### src/rtl/cspu_pkg.sv
`timescale 1ns / 1ps

package cspu_pkg;

	localparam int PAYLOAD_BYTES_DEF = 8;

	localparam logic [1:0] KIND_LOAD    = 2'd0;
	localparam logic [1:0] KIND_EXTRACT = 2'd1;
	localparam logic [1:0] KIND_INSERT  = 2'd2;

	localparam logic [6:0] MAX_SIGNAL_BITS = 7'd64;

	typedef enum logic [4:0] {
		S_IDLE = 5'b00001,
		S_LOAD = 5'b00010,
		S_WALK = 5'b00100,
		S_PACK = 5'b01000,
		S_OUT  = 5'b10000
	} state_t;

	// control from the sequencer to the bit walker
	typedef struct packed {
		logic       init;
		logic       step;
		logic       big;
		logic [5:0] start_bit;
		logic [6:0] bits;
	} walk_ctl_t;

	// current walk position and the byte a wrap would move to
	typedef struct packed {
		logic signed [5:0] byte_idx;
		logic signed [5:0] next_byte;
		logic [2:0]        bit_pos;
	} walk_pos_t;

endpackage

### src/rtl/cspu_if.sv
`timescale 1ns / 1ps

interface cspu_in_if;
	logic               valid;
	logic               ready;
	logic [1:0]         kind;
	logic [63:0]        payload_data;
	logic [3:0]         payload_length;
	logic [5:0]         start_bit;
	logic [6:0]         signal_bits;
	logic               big_endian;
	logic               is_signed;
	logic signed [63:0] insert_value;

	modport source (
		output valid, kind, payload_data, payload_length, start_bit, signal_bits,
		       big_endian, is_signed, insert_value,
		input  ready
	);
	modport sink (
		input  valid, kind, payload_data, payload_length, start_bit, signal_bits,
		       big_endian, is_signed, insert_value,
		output ready
	);
endinterface

interface cspu_out_if;
	logic               valid;
	logic               ready;
	logic signed [63:0] extracted_value;
	logic [63:0]        payload_out;
	logic [3:0]         length_out;

	modport source (
		output valid, extracted_value, payload_out, length_out,
		input  ready
	);
	modport sink (
		input  valid, extracted_value, payload_out, length_out,
		output ready
	);
endinterface

### src/rtl/cspu_bit_walker.sv
`timescale 1ns / 1ps

module cspu_bit_walker (
	input  logic                  clk,
	input  logic                  arst_n,
	input  cspu_pkg::walk_ctl_t   ctl,
	output cspu_pkg::walk_pos_t   pos
);
	import cspu_pkg::*;

	logic signed [5:0] byte_q;
	logic [2:0]        bit_q;
	logic              big_q;
	logic [6:0]        msb_lin;
	logic signed [5:0] next_byte;

	// motorola: count forward in msb-first linear order, then map back to dbc numbering
	assign msb_lin = {1'b0, ctl.start_bit[5:3], ~ctl.start_bit[2:0]} + ctl.bits - 7'd1;
	assign next_byte = big_q ? (byte_q - 6'sd1) : (byte_q + 6'sd1);

	always_ff @(posedge clk or negedge arst_n) begin
		if (!arst_n) begin
			byte_q <= '0;
			bit_q  <= '0;
			big_q  <= 1'b0;
		end else if (ctl.init) begin
			big_q <= ctl.big;
			if (ctl.big && (ctl.bits != 7'd0)) begin
				byte_q <= {2'b00, msb_lin[6:3]};
				bit_q  <= ~msb_lin[2:0];
			end else begin
				byte_q <= {3'b000, ctl.start_bit[5:3]};
				bit_q  <= ctl.start_bit[2:0];
			end
		end else if (ctl.step) begin
			if (bit_q == 3'd7) begin
				bit_q  <= 3'd0;
				byte_q <= next_byte;
			end else begin
				bit_q <= bit_q + 3'd1;
			end
		end
	end

	assign pos.byte_idx  = byte_q;
	assign pos.next_byte = next_byte;
	assign pos.bit_pos   = bit_q;

endmodule

### src/rtl/can_signal_pack_unpack_unit.sv
`timescale 1ns / 1ps

// CAN signal pack/unpack unit. Holds one payload of up to PAYLOAD_BYTES bytes,
// byte 0 the most significant byte of the payload word.
// cmd channel: one transfer per item (load, extract, insert; kind 3 is a no-op).
// res channel: one transfer per item with the extracted value, the payload word
// and the length after the item.
// Steps from the cmd transfer up to res.valid:
//   load     one byte per cycle in, then one byte per cycle packed out
//   extract  one signal bit per cycle over the 64-step bit walk, insert the same,
//            then the byte-serial packing pass
//   kind 3   the byte-serial packing pass only
// cmd.ready is high only while no item is in work, so a new item is taken only
// once the last is through. The result sits in an output register: the next item is
// accepted while it waits, and that item holds before its own result until
// res is taken.
// Reset clears the payload to all zero bytes and the length to zero; no
// clearing pass is needed.
module can_signal_pack_unpack_unit #(
	parameter int PAYLOAD_BYTES = cspu_pkg::PAYLOAD_BYTES_DEF
) (
	input  logic              clk,
	input  logic              arst_n,
	cspu_in_if.sink           cmd,
	cspu_out_if.source        res
);
	import cspu_pkg::*;

	localparam int         IW        = (PAYLOAD_BYTES > 1) ? $clog2(PAYLOAD_BYTES) : 1;
	localparam logic [5:0] LAST_BYTE = 6'(PAYLOAD_BYTES - 1);
	localparam logic [3:0] MAX_LEN   = 4'(PAYLOAD_BYTES);

	state_t       state_q;
	logic [1:0]   kind_q;
	logic [63:0]  sr_q;
	logic [63:0]  word_q;
	logic [6:0]   bits_q;
	logic         sgn_q;
	logic         last_q;
	logic         go_q;
	logic [5:0]   cnt_q;
	logic [3:0]   len_q;
	logic [3:0]   new_len_q;
	logic [7:0]   bytes_q [PAYLOAD_BYTES];
	logic         res_valid_q;
	logic [63:0]  out_ext_q;
	logic [63:0]  out_word_q;
	logic [3:0]   out_len_q;

	logic         accept;
	logic [6:0]   sat_bits;
	logic [3:0]   load_len;
	logic         active;
	logic         cur_in;
	logic         nxt_in;
	logic         cnt_in_len;
	logic [IW-1:0] rd_idx;
	logic [7:0]   rd_byte;
	logic         rd_bit;
	logic         fill;
	logic         set_bit;
	logic         out_free;
	walk_ctl_t    wctl;
	walk_pos_t    wpos;

	assign accept    = cmd.valid && cmd.ready;
	assign cmd.ready = (state_q == S_IDLE);

	assign sat_bits = (cmd.signal_bits > MAX_SIGNAL_BITS) ? MAX_SIGNAL_BITS : cmd.signal_bits;
	assign load_len = (cmd.payload_length > MAX_LEN) ? MAX_LEN : cmd.payload_length;

	assign active = ({1'b0, cnt_q} < bits_q);

	assign cur_in = !wpos.byte_idx[5] && (wpos.byte_idx[4:0] < {1'b0, len_q});
	assign nxt_in = !wpos.next_byte[5] && (wpos.next_byte[4:0] < {1'b0, len_q});

	// byte counter against the length in use: the new one during load
	assign cnt_in_len = (state_q == S_LOAD) ? (cnt_q < {2'b00, new_len_q})
	                                        : (cnt_q < {2'b00, len_q});

	assign rd_idx  = (state_q == S_WALK) ? wpos.byte_idx[IW-1:0] : cnt_q[IW-1:0];
	assign rd_byte = bytes_q[rd_idx];
	assign rd_bit  = cur_in && rd_byte[wpos.bit_pos];

	// past the signal, shift in sign fill (or zero) so the value ends right-aligned
	assign fill = active ? rd_bit : (sgn_q && last_q);

	assign set_bit = (state_q == S_WALK) && (kind_q == KIND_INSERT) && active &&
	                 go_q && cur_in && sr_q[0];

	assign out_free = !res_valid_q || res.ready;

	assign wctl.init      = accept;
	assign wctl.step      = (state_q == S_WALK) && active;
	assign wctl.big       = cmd.big_endian;
	assign wctl.start_bit = cmd.start_bit;
	assign wctl.bits      = sat_bits;

	cspu_bit_walker u_walker (
		.clk    (clk),
		.arst_n (arst_n),
		.ctl    (wctl),
		.pos    (wpos)
	);

	always_ff @(posedge clk or negedge arst_n) begin
		if (!arst_n) begin
			state_q     <= S_IDLE;
			kind_q      <= KIND_LOAD;
			cnt_q       <= '0;
			len_q       <= '0;
			new_len_q   <= '0;
			bits_q      <= '0;
			sgn_q       <= 1'b0;
			last_q      <= 1'b0;
			go_q        <= 1'b1;
		end else begin
			unique case (state_q)
				S_IDLE: begin
					if (accept) begin
						kind_q    <= cmd.kind;
						bits_q    <= sat_bits;
						sgn_q     <= cmd.is_signed;
						new_len_q <= load_len;
						last_q    <= 1'b0;
						go_q      <= 1'b1;
						if (cmd.kind == KIND_LOAD) begin
							cnt_q   <= LAST_BYTE;
							state_q <= S_LOAD;
						end else if (cmd.kind == KIND_EXTRACT || cmd.kind == KIND_INSERT) begin
							cnt_q   <= '0;
							state_q <= S_WALK;
						end else begin
							cnt_q   <= '0;
							state_q <= S_PACK;
						end
					end
				end
				S_LOAD: begin
					if (cnt_q == 6'd0) begin
						len_q   <= new_len_q;
						state_q <= S_PACK;
					end else begin
						cnt_q <= cnt_q - 6'd1;
					end
				end
				S_WALK: begin
					if (active)
						last_q <= rd_bit;
					// insert stops for good once a wrap lands outside the payload
					if (kind_q == KIND_INSERT && active && wpos.bit_pos == 3'd7 && !nxt_in)
						go_q <= 1'b0;
					if (cnt_q == 6'd63) begin
						cnt_q   <= '0;
						state_q <= S_PACK;
						if (kind_q == KIND_INSERT && len_q == 4'd0)
							len_q <= 4'd1;
					end else begin
						cnt_q <= cnt_q + 6'd1;
					end
				end
				S_PACK: begin
					if (cnt_q == LAST_BYTE)
						state_q <= S_OUT;
					else
						cnt_q <= cnt_q + 6'd1;
				end
				S_OUT: begin
					if (out_free)
						state_q <= S_IDLE;
				end
				default: state_q <= S_IDLE;
			endcase
		end
	end

	always_ff @(posedge clk or negedge arst_n) begin
		if (!arst_n)
			res_valid_q <= 1'b0;
		else if (state_q == S_OUT && out_free)
			res_valid_q <= 1'b1;
		else if (res.ready)
			res_valid_q <= 1'b0;
	end

	// shift register: load bytes leave at the bottom, insert bits leave at the
	// bottom, extract bits enter at the top
	always_ff @(posedge clk) begin
		if (accept) begin
			sr_q <= (cmd.kind == KIND_INSERT) ? cmd.insert_value : cmd.payload_data;
		end else if (state_q == S_LOAD) begin
			if (cnt_in_len)
				sr_q <= {8'h00, sr_q[63:8]};
		end else if (state_q == S_WALK) begin
			sr_q <= {fill, sr_q[63:1]};
		end
	end

	always_ff @(posedge clk) begin
		if (accept || state_q == S_LOAD || state_q == S_WALK)
			word_q <= '0;
		else if (state_q == S_PACK && cnt_in_len)
			word_q <= {word_q[55:0], rd_byte};
	end

	always_ff @(posedge clk or negedge arst_n) begin
		if (!arst_n) begin
			for (int i = 0; i < PAYLOAD_BYTES; i++)
				bytes_q[i] <= 8'h00;
		end else if (state_q == S_LOAD) begin
			bytes_q[cnt_q[IW-1:0]] <= cnt_in_len ? sr_q[7:0] : 8'h00;
		end else if (set_bit) begin
			bytes_q[wpos.byte_idx[IW-1:0]][wpos.bit_pos] <= 1'b1;
		end
	end

	always_ff @(posedge clk) begin
		if (state_q == S_OUT && out_free) begin
			out_ext_q  <= (kind_q == KIND_EXTRACT) ? sr_q : 64'd0;
			out_word_q <= word_q;
			out_len_q  <= len_q;
		end
	end

	assign res.valid           = res_valid_q;
	assign res.extracted_value = out_ext_q;
	assign res.payload_out     = out_word_q;
	assign res.length_out      = out_len_q;

	a_len_bound: assert property (@(posedge clk) disable iff (!arst_n)
		state_q == S_IDLE |-> len_q <= MAX_LEN)
		else $error("payload length above capacity");

	a_go_only_in_insert: assert property (@(posedge clk) disable iff (!arst_n)
		$fell(go_q) |-> $past(state_q == S_WALK && kind_q == KIND_INSERT))
		else $error("insert stop flag dropped outside an insert walk");

	a_out_holds: assert property (@(posedge clk) disable iff (!arst_n)
		(state_q == S_OUT && res.valid && !res.ready) |=> state_q == S_OUT)
		else $error("result register overwritten while pending");

endmodule

### src/flat_wrapper.sv
// flat-port wrapper written by rule: the top's interface ports become plain ports
module can_signal_pack_unpack_unit_flat import cspu_pkg::*;
#(
	parameter int PAYLOAD_BYTES = cspu_pkg::PAYLOAD_BYTES_DEF
)
  (clk, arst_n, cmd_valid, cmd_kind, cmd_payload_data, cmd_payload_length, cmd_start_bit, cmd_signal_bits, cmd_big_endian, cmd_is_signed, cmd_insert_value, cmd_ready, res_valid, res_extracted_value, res_payload_out, res_length_out, res_ready);
  cspu_in_if cmd_i ();
  cspu_out_if res_i ();
  input  logic clk;
  input  logic arst_n;
  input wire logic [$bits(cmd_i.valid)-1:0] cmd_valid;
  input wire logic [$bits(cmd_i.kind)-1:0] cmd_kind;
  input wire logic [$bits(cmd_i.payload_data)-1:0] cmd_payload_data;
  input wire logic [$bits(cmd_i.payload_length)-1:0] cmd_payload_length;
  input wire logic [$bits(cmd_i.start_bit)-1:0] cmd_start_bit;
  input wire logic [$bits(cmd_i.signal_bits)-1:0] cmd_signal_bits;
  input wire logic [$bits(cmd_i.big_endian)-1:0] cmd_big_endian;
  input wire logic [$bits(cmd_i.is_signed)-1:0] cmd_is_signed;
  input wire logic [$bits(cmd_i.insert_value)-1:0] cmd_insert_value;
  output wire logic [$bits(cmd_i.ready)-1:0] cmd_ready;
  output wire logic [$bits(res_i.valid)-1:0] res_valid;
  output wire logic [$bits(res_i.extracted_value)-1:0] res_extracted_value;
  output wire logic [$bits(res_i.payload_out)-1:0] res_payload_out;
  output wire logic [$bits(res_i.length_out)-1:0] res_length_out;
  input wire logic [$bits(res_i.ready)-1:0] res_ready;
  assign cmd_i.valid = cmd_valid;
  assign cmd_i.kind = cmd_kind;
  assign cmd_i.payload_data = cmd_payload_data;
  assign cmd_i.payload_length = cmd_payload_length;
  assign cmd_i.start_bit = cmd_start_bit;
  assign cmd_i.signal_bits = cmd_signal_bits;
  assign cmd_i.big_endian = cmd_big_endian;
  assign cmd_i.is_signed = cmd_is_signed;
  assign cmd_i.insert_value = cmd_insert_value;
  assign cmd_ready = cmd_i.ready;
  assign res_valid = res_i.valid;
  assign res_extracted_value = res_i.extracted_value;
  assign res_payload_out = res_i.payload_out;
  assign res_length_out = res_i.length_out;
  assign res_i.ready = res_ready;
  can_signal_pack_unpack_unit #(.PAYLOAD_BYTES(PAYLOAD_BYTES)) u_core (.clk(clk), .arst_n(arst_n), .cmd(cmd_i), .res(res_i));
endmodule
### config.mk
export PLATFORM = sky130hd
export DESIGN_NAME = can_signal_pack_unpack_unit_flat
export DESIGN_NICKNAME = d
export VERILOG_FILES = /design/src/rtl/cspu_pkg.sv /design/src/rtl/cspu_if.sv /design/src/rtl/cspu_bit_walker.sv /design/src/rtl/can_signal_pack_unpack_unit.sv /design/src/flat_wrapper.sv
export SDC_FILE = /design/constraint.sdc
export NUM_CORES = 1
export LEC_CHECK = 0
export BUFFER_PORTS_ARGS = -buffer_cell sky130_fd_sc_hd__buf_2
export CELL_PAD_IN_SITES_DETAIL_PLACEMENT = 1
export CELL_PAD_IN_SITES_GLOBAL_PLACEMENT = 2
export CORE_MARGIN = 2
export CORE_UTILIZATION = 33
export CTS_BUF_LIST = sky130_fd_sc_hd__clkbuf_4 sky130_fd_sc_hd__clkbuf_8 sky130_fd_sc_hd__clkbuf_16
export DETAILED_ROUTE_END_ITERATION = 6
export GPL_TIMING_DRIVEN = 0
export PLACE_DENSITY_LB_ADDON = 0.2
export SYNTH_ARGS = -nofsm -noshare
export SYNTH_HDL_FRONTEND = slang
export SYNTH_SLANG_ARGS = --single-unit
### constraint.sdc
create_clock -name clk -period 7.4 [get_ports clk]
set_input_delay 1.48 -clock clk [delete_from_list [all_inputs] [get_ports clk]]
set_output_delay 1.48 -clock clk [all_outputs]
set_load 0.05 [all_outputs]
==> results summary, run 1 <==
After the first detailed-routing iteration, the DRC count stood at 797. Averaged over all synthesized cells, the footprint is 10.7 um2. Detailed placement ended at an HPWL of 43.7 mm. The cell area that synthesis handed to floorplanning was 17600 um2. The first global-routing pass estimated 89.8 mm of wire. The remaining antenna violation count after routing is 0. The standard cell area after detailed placement is 20000 um2.

The buffer type at the clock tree root is sky130_fd_sc_hd__clkbuf_16. For this block, the routed nets add up to 58.5 mm of wire. The minimum setup slack after placement came out at 3.39 ns. The worst-case clock buffer depth is 3. The sink count of the clock tree is 366. The initial antenna violation count came out at 2.

The post-synthesis simple-gate area fraction is 15.6%. The global placer's final weighted congestion is 0.836. The max-capacitance violation count is 0.

The share of synthesized area occupied by flip-flops and latches came out at 55.9%. The critical path goes through ha_1 > a21o_1 > a21o_1 > a21oi_1 > o21ai_0 > a21oi_1 > clkbuf_1 > nand4_1 > o21ai_0. The cell count after synthesis came out at 1644. The setup slack of the critical path after layout came out at 3.63 ns. The worst setup path is launched from a flop.

In the synthesized netlist the dominant register cell turns out to be sky130_fd_sc_hd__edfxtp_1. After Yosys synthesis, XOR and XNOR cells account for 0.598% of the synthesized area. The number of iterations in the first detailed-routing pass is 5. Counting flops with an async set or reset pin after synthesis yields a share of 29.0%. The fraction of the core area covered by cells at the end of the flow is 40.9%. For this design the top-level I/O count stands at 287. At the later pin of the worst-skew pair, clock insertion delay measures 0.58 ns. The setup path with the least slack is of type reg -> reg.

The total of cells resized after clock tree synthesis is 0. The worst clock skew on the final layout is 0.0133 ns. The synthesized netlist devotes 3.08% of its cell area to adder and majority cells. The number of distinct library cell variants in the gate-level netlist after synthesis is 84. The full die area is 55100 um2.

For this design, the slowest cell found on the critical path is sky130_fd_sc_hd__dfrtp_1. The main combinational cell family by area after synthesis is simple AND/OR/NAND/NOR gates. The total overflow reported by the global router came out at 0. Ranked by total cell area, the synthesized netlist is headed by sky130_fd_sc_hd__edfxtp_1 (34%), sky130_fd_sc_hd__dfrtp_1 (15%), sky130_fd_sc_hd__dfxtp_1 (7.3%), sky130_fd_sc_hd__nand2_1 (6.0%), sky130_fd_sc_hd__mux2i_1 (5.5%). Global routing consumed, over all layers together, 21.0% of the routing resources.

The sum of routed wire segments on met1 came out at 27.1 mm. The area share of the leading cell type in the synthesized netlist came out at 33.5%. The die span in x is 235 um. The number of setup buffers added after CTS came out at 0. The final count of hold timing violations is 0. The final critical path takes up 50.9% of the cycle. The total of flip-flops plus latches after synthesis is 366. Once the floorplan was initialized, standard cells occupied 33.4% of the core. The wire length per cell is 21.6 um. Subtracting the final worst setup slack from the clock period gives 3.77 ns.

The share of layout cells above drive strength 1 is 21.3%. The total area of multi-input combinational cells is 7060 um2. The count of yosys warnings during synthesis is 0.

The clock-pin slew on the worst setup and hold paths is 0.06 ns. The count of flip-flops with a built-in enable after synthesis is 196. Measured against its own limit, the worst slew margin works out to 31.2%. Broken down by cell family, the worst path's largest delay share belongs to compound AO/OA/AOI/OAI gates. The number of nets in the layout is 2177.

The die is 235 um tall. The number of nets handed over by synthesis was 1839. The power per unit of standard cell area is 395 nW/um2. The summed area of non-filler cells in the final layout is 21500 um2. The worst IR drop on VDD came out at 204 uV. The number of standard-cell rows in the floorplan is 84. The area added between synthesis and finish came out at 22.4%. Together, buffers and inverters on the worst path number 1. The number of CTS-inserted buffers came out at 43. In the synthesized netlist, mux cells make up 5.98% of the area. Setup violations remaining at the end of the flow were counted as 0. Setup repair after global routing left no endpoint under its margin. The flip-flop and latch area came out at 9820 um2. The sum of met2 wire segment lengths after detailed routing is 27.8 mm. TritonCTS built the clock tree. In this run, post-CTS hold repair placed 0 buffers.

The run finished with clean final reports. The total count of max-transition violations in the final report came out at 0. The via count of the first global-routing pass came out at 14.6k.

The average via count per standard cell is 5.16. The tightest min-delay check is of the reg -> reg type. The count of vias placed by the detailed router came out at 14.0k.

The leakage power total came out at 8.65 nW. The core region is 52600 um2. The pin count of the biggest net entering global routing is 78. STA classifies the critical path endpoint as a flop. After detailed routing, the number of remaining DRC violations is 0.

Input and output buffers added on the ports amount to 285. The largest incremental delay on the critical path is 0.71 ns. At the worst endpoint, the arrival time is 4.25 ns. At the pin with the least slew margin, the transition time is 1.02 ns. The highest signal layer in the routed design is met5. Based on the critical path, the design can be clocked at up to 265 MHz. The required time of the worst setup path is 7.88 ns. The wire length on met3 is 2.36 mm. The share of the synthesized area in compound gates (AO/OA/AOI/OAI) is 14.7%.

In this run the worst path has a maximum fanout of 10. The total number of H-tree levels is 2. The filler cell count in the final layout is 5965.

The sum of internal, switching and leakage power came out at 8.48 mW. The biggest area consumer among synthesized cells is sky130_fd_sc_hd__edfxtp_1.
cell families after synthesis:
| family | count (synthesis) |
|---|---|
| buffers and inverters | 161 |
| xor gates and xnor gates | 12 |
| and+or+nand+nor | 557 |
| AOI/OAI and AO/OA | 404 |
| adders and majority gates | 42 |
| muxes | 102 |
| DFF | 366 |
per-layer routing:
metal | vias to the layer above | track usage, %
li1 | 6592 | -
met1 | 6996 | 28.8
met2 | 297 | 34.8
met3 | 71 | 3.40
met4 | 2 | 4.99
met5 | - | 0
path summary, 6_finish.rpt:
path	startpoint	endpoint	slack (ns)	cells after the start
worst max-delay path	u_core.cnt_q[1]	u_core.bytes_q[39]	3.63	9
worst min-delay path	u_core.word_q[60]	u_core.res.payload_out[60]	0.43	0
worst max register to register	u_core.cnt_q[1]	u_core.bytes_q[39]	3.63	9
worst min register to register	u_core.word_q[60]	u_core.res.payload_out[60]	0.43	0
max in group asynchronous	arst_n	u_core.go_q	5.89	2
min in group asynchronous	arst_n	u_core.u_walker.byte_q[4]	0.78	1
cell usage in the layout (no fill, tap or decap), types with 9 or more instances in the layout:
| master | count |
|---|---|
| sky130_fd_sc_hd__clkbuf_1 | 81 |
| sky130_fd_sc_hd__and2_1 | 66 |
| sky130_fd_sc_hd__nand2b_1 | 12 |
| sky130_fd_sc_hd__nor2_1 | 36 |
| sky130_fd_sc_hd__a21o_1 | 15 |
| sky130_fd_sc_hd__nand3_1 | 31 |
| sky130_fd_sc_hd__edfxtp_1 | 196 |
| sky130_fd_sc_hd__dfxtp_1 | 64 |
| sky130_fd_sc_hd__ha_1 | 40 |
| sky130_fd_sc_hd__nand4_1 | 9 |
| sky130_fd_sc_hd__inv_1 | 43 |
| sky130_fd_sc_hd__a21oi_1 | 85 |
| sky130_fd_sc_hd__buf_2 | 294 |
| sky130_fd_sc_hd__nand2_1 | 283 |
| sky130_fd_sc_hd__buf_6 | 10 |
| sky130_fd_sc_hd__dfrtp_1 | 104 |
| sky130_fd_sc_hd__a31oi_1 | 58 |
| sky130_fd_sc_hd__buf_1 | 10 |
| sky130_fd_sc_hd__a211oi_1 | 72 |
| sky130_fd_sc_hd__o21ai_0 | 113 |
| sky130_fd_sc_hd__a32oi_1 | 9 |
| sky130_fd_sc_hd__nor2b_1 | 67 |
| sky130_fd_sc_hd__mux2i_1 | 97 |
| sky130_fd_sc_hd__clkbuf_16 | 43 |
cells in the mapped netlist, types with 58 or more instances:
| master | count |
|---|---|
| sky130_fd_sc_hd__and2_1 | 66 |
| sky130_fd_sc_hd__clkbuf_1 | 81 |
| sky130_fd_sc_hd__dfrtp_1 | 104 |
| sky130_fd_sc_hd__o21ai_0 | 113 |
| sky130_fd_sc_hd__a211oi_1 | 72 |
| sky130_fd_sc_hd__edfxtp_1 | 196 |
| sky130_fd_sc_hd__a31oi_1 | 58 |
| sky130_fd_sc_hd__dfxtp_1 | 64 |
| sky130_fd_sc_hd__a21oi_1 | 85 |
| sky130_fd_sc_hd__nand2_1 | 283 |
| sky130_fd_sc_hd__nor2b_1 | 68 |
| sky130_fd_sc_hd__mux2i_1 | 97 |
registers in the layout, summed over array words and instances, names as in the netlist:
name / flops
u_core.new_len_q: 4
u_core.last_q: 1
u_core.len_q: 4
u_core.res.payload_out: 64
u_core.bytes_q: 64
u_core.res.valid: 1
u_core.res.length_out: 4
u_core.u_walker.big_q: 1
u_core.state_q: 5
u_core.sr_q: 64
u_core.go_q: 1
u_core.bits_q: 7
u_core.res.extracted_value: 64
u_core.kind_q: 2
u_core.cnt_q: 6
u_core.sgn_q: 1
u_core.u_walker.bit_q: 3
u_core.word_q: 64
u_core.u_walker.byte_q: 6
per-stage QoR:
step	hold slack, ns	TNS, ns	std cells
after floorplan	0.408	0	1644
after global placement	0.418	-0.870	2617
after detailed placement	0.416	0	2625
after CTS	0.434	0	2702
after global routing	0.451	0	2703
final	0.432	0	2704
power by group:
group          total, mW  switching [mW]  internal (mW)
Sequential          3.18           0.385           2.79
Clock               2.17           0.887           1.29
Combinational       3.13            2.06           1.07
area by class of cell:
cell class              instances  area share, %
flip-flops and latches        366           45.7
repair buffers                293           7.40
well taps                     688           4.01
clock inverters                26           1.37
inverters                      44          0.769
multi-input cells            1117           32.8
diodes                          2         0.0233
plain buffers                 117           2.57
clock buffers                  51           5.32
(Power assumes the default switching activity.)
==> run 2, diff against run 1 <==
- CORE_UTILIZATION: 33 -> 37
- clock period: 7.4 -> 3.75 ns (I/O delays scaled with it)
==> run 2 against run 1 <==
Worst setup slack lost 3.5 ns. Power grew 95%. Register-to-register slack lost 3.5 ns. Global-route usage grew 2.2 points. Sequential cell count is the same. Sequential share of layout area grew 0.16 points. Combinational power grew 96%. Highest routed layer is now met4. Sequential power grew 97%. Largest cell class unchanged. Wire length shrank 2.0%. Worst hold slack lost 0.38 ns. Fmax grew 5.2%. Critical endpoint is now u_core.bytes_q[8].
==> results summary, run 2 (synthesis gave the netlist of run 1 again) <==
The final count of hold timing violations is 0 (unchanged). The detailed placer's ending HPWL came to 42.5 mm (was 43.7 mm). The total number of H-tree levels is 2 (unchanged). The power dissipated by switching net loads came to 6.48 mW (was 3.33 mW). The number of iterations in the first detailed-routing pass is 5 (unchanged). The total count of max-transition violations in the final report is 0 (unchanged). The combinational share of power is 37.1% (was 36.9%). The minimum period implied by the final worst setup slack came out at 3.58 ns (was 3.77 ns). The worst IR drop on VDD came out at 410 uV (was 204 uV). The peak fanout along the critical path came out at 8 (was 10). The most frequent standard cell in the layout excluding fill and tap cells is sky130_fd_sc_hd__buf_2 (unchanged). The max-capacitance violation count was 0 (unchanged). The minimum setup slack among reg-to-reg paths is 0.17 ns (was 3.63 ns). The number of instances in the placed design came out at 2545 (was 2625). The die span in x came out at 222 um (was 235 um). Top library cells by usage in the layout, fill and taps aside: sky130_fd_sc_hd__buf_2 (294), sky130_fd_sc_hd__nand2_1 (283), sky130_fd_sc_hd__edfxtp_1 (196) (unchanged).

The count of final setup violators is 0 (unchanged). The relative slew slack came to 33.7% (was 31.2%). The sum of internal, switching and leakage power came out at 16.5 mW (was 8.48 mW).

The summed area of non-filler cells in the final layout came out at 21400 um2 (was 21500 um2). The DRC violation total after the first TritonRoute iteration is 803 (was 797). The count of buffer and inverter cells on the critical path is 1 (unchanged).

The ratio of final minimum period to clock period is 95.5% (was 50.9%). The slowest cell on the critical path is sky130_fd_sc_hd__a2111oi_2 (was sky130_fd_sc_hd__dfrtp_1). The sum of negative setup slack was 0 ns (unchanged). The category of cells accounting for the largest share of critical-path delay is compound AO/OA/AOI/OAI gates (unchanged). The number of hold-repair buffers added at the cts stage was 0 (unchanged). The global placer's final weighted congestion is 0.829 (was 0.836). The maximum operating frequency is 279 MHz (was 265 MHz).

The total detailed-routing wirelength is 57.4 mm (was 58.5 mm). The required time of the worst setup path came to 4.23 ns (was 7.88 ns). The area added between synthesis and finish came out at 21.9% (was 22.4%). The startpoint type of the worst setup path is a flop (unchanged). The capturing element type of the critical path is a flop (unchanged). The aggregate global-route resource usage came out at 23.3% (was 21.0%). The final hold slack was 0.0512 ns (was 0.432 ns). The clock-pin slew on the worst setup and hold paths came out at 0.05 ns (was 0.06 ns). The filler cell count in the final layout is 5219 (was 5965).

The startpoint-to-endpoint class of the critical path is reg -> reg (unchanged). The average via count per standard cell came out at 5.32 (was 5.16). The largest incremental delay on the critical path came out at 0.65 ns (was 0.71 ns). The portion of total power attributed to the clock network is 25.1% (was 25.6%). The number of standard-cell rows in the floorplan came to 79 (was 84). The share of layout cells above drive strength 1 came out at 21.4% (was 21.3%). The minimum setup slack after placement came out at -0.00364 ns (was 3.39 ns). The total overflow reported by the global router is 0 (unchanged). Outcome: finished clean (unchanged). The placeable core area is 46700 um2 (was 52600 um2).

The share of total power consumed by net switching came to 39.2% (was 39.3%). The sink count of the clock tree came out at 366 (unchanged). The via count of the first global-routing pass came out at 14.7k (was 14.6k).

The latest clock arrival within the worst-skew pair is 0.59 ns (was 0.58 ns). The number of input and output port buffers inserted came out at 285 (unchanged). The count of unresolved DRC violations after routing came to 0 (unchanged). The vertical die dimension came to 222 um (was 235 um).

The setup slack of the critical path after layout came out at 0.168 ns (was 3.63 ns). The standard cell area after detailed placement is 20000 um2 (about the same). The relative contribution of sequential cells to total power came out at 37.8% (was 37.5%).

The data arrival time of the critical path is 4.06 ns (was 4.25 ns). The total area of multi-input combinational cells came out at 7060 um2 (about the same). The classification of the worst-slack hold path is in -> async (was reg -> reg). The internal power summed over all cells came to 10.1 mW (was 5.15 mW). The worst-case clock buffer depth is 3 (unchanged). The flip-flop and latch area is 9820 um2 (unchanged). The number of nets in the layout came out at 2183 (was 2177). The remaining antenna violation count after routing is 0 (unchanged).

The count of vias placed by the detailed router was 14.0k (about the same). The filler-free cell count of the finished design was 2632 (was 2704). The power per unit of standard cell area is 773 nW/um2 (was 395 nW/um2). The number of top-level design ports came to 287 (unchanged). The wire length per cell was 21.8 um (was 21.6 um). The buffer type at the clock tree root was sky130_fd_sc_hd__clkbuf_16 (unchanged). The slew at the pin with the worst max-slew slack came to 0.991 ns (was 1.02 ns). The fraction of the core area covered by cells at the end of the flow came out at 45.9% (was 40.9%).

The starting utilization of the core area came out at 37.6% (was 33.4%). The wire length of the first global-routing pass came out at 88.4 mm (was 89.8 mm). The TritonCTS clock tree is yes (unchanged). Crit-path cells: clkbuf_1 > nand2b_1 > a21o_1 > a21o_1 > a2111oi_2 > nor3b_2 > nand4bb_1 > o21ai_0 (was ha_1 > a21o_1 > a21o_1 > a21oi_1 > o21ai_0 > a21oi_1 > clkbuf_1 > nand4_1 > o21ai_0). The worst clock skew on the final layout is 0.0275 ns (was 0.0133 ns). The initial antenna violation count is 5 (was 2). The number of CTS-inserted buffers came to 42 (was 43).

The leakage power total came out at 8.66 nW (was 8.65 nW). The full die area was 49200 um2 (was 55100 um2). The pin count of the biggest net entering global routing came out at 76 (was 78). The most numerous cell type found on the critical path is sky130_fd_sc_hd__a21o_1. Setup repair after global routing missed its margin: false (unchanged).
[run 2: power groups by stage]
stage               Sequential [mW]  Clock (mW)  Combinational, mW
CTS                            6.25        4.25               6.18
floorplan                      6.29           0               3.98
global route                   6.38        4.38               6.81
global placement               6.34           0               5.89
finish                         6.25        4.15               6.14
detailed placement             6.32           0               6.13
[run 2: cell type report]
cell class	count	share of cell area, %
multi-input cells	1117	33.0
flip-flops and latches	366	45.9
inverters	44	0.771
clock buffers	55	5.54
diodes	6	0.0701
repair buffers	300	7.69
plain buffers	117	2.58
well taps	607	3.55
clock inverters	20	0.970
[run 2: worst register-to-register path, delay by kind of cell (launching register included)]
family,cells,cell delay (ns)
and+or+nand+nor,3,1.39
AOI/OAI and AO/OA,4,1.44
buffers and inverters,1,0.26
DFF,1,0.39
[run 2: what timing repair did]
action,4_1_cts,5_1_grt
setup endpoints to repair,1,86
setup buffers,0,6
endpoints found under the hold margin,0,0
pin swaps,1,6
gates cloned,0,0
resized for setup,0,1
[run 2: worst paths after layout]
| path | cells past startpoint | to | from |
|---|---|---|---|
| max | 8 | u_core.bytes_q[8] | u_core.u_walker.byte_q[0] |
| min | 1 | u_core.u_walker.byte_q[4] | arst_n |
| max reg2reg | 8 | u_core.bytes_q[8] | u_core.u_walker.byte_q[0] |
| min reg2reg | 0 | u_core.res.payload_out[63] | u_core.word_q[63] |
| max in group asynchronous | 2 | u_core.state_q[0] | arst_n |
| min in group clk | 3 | u_core.sgn_q | cmd_is_signed |
[run 2: routing by layer]
layer | routed length [um] | vias up | track usage (%)
li1 | - | 6619 | -
met1 | 26400 | 6981 | 31.8
met2 | 27200 | 314 | 38.5
met3 | 2250 | 89 | 3.45
met4 | 1500 | 0 | 6.58
met5 | 0 | - | 0
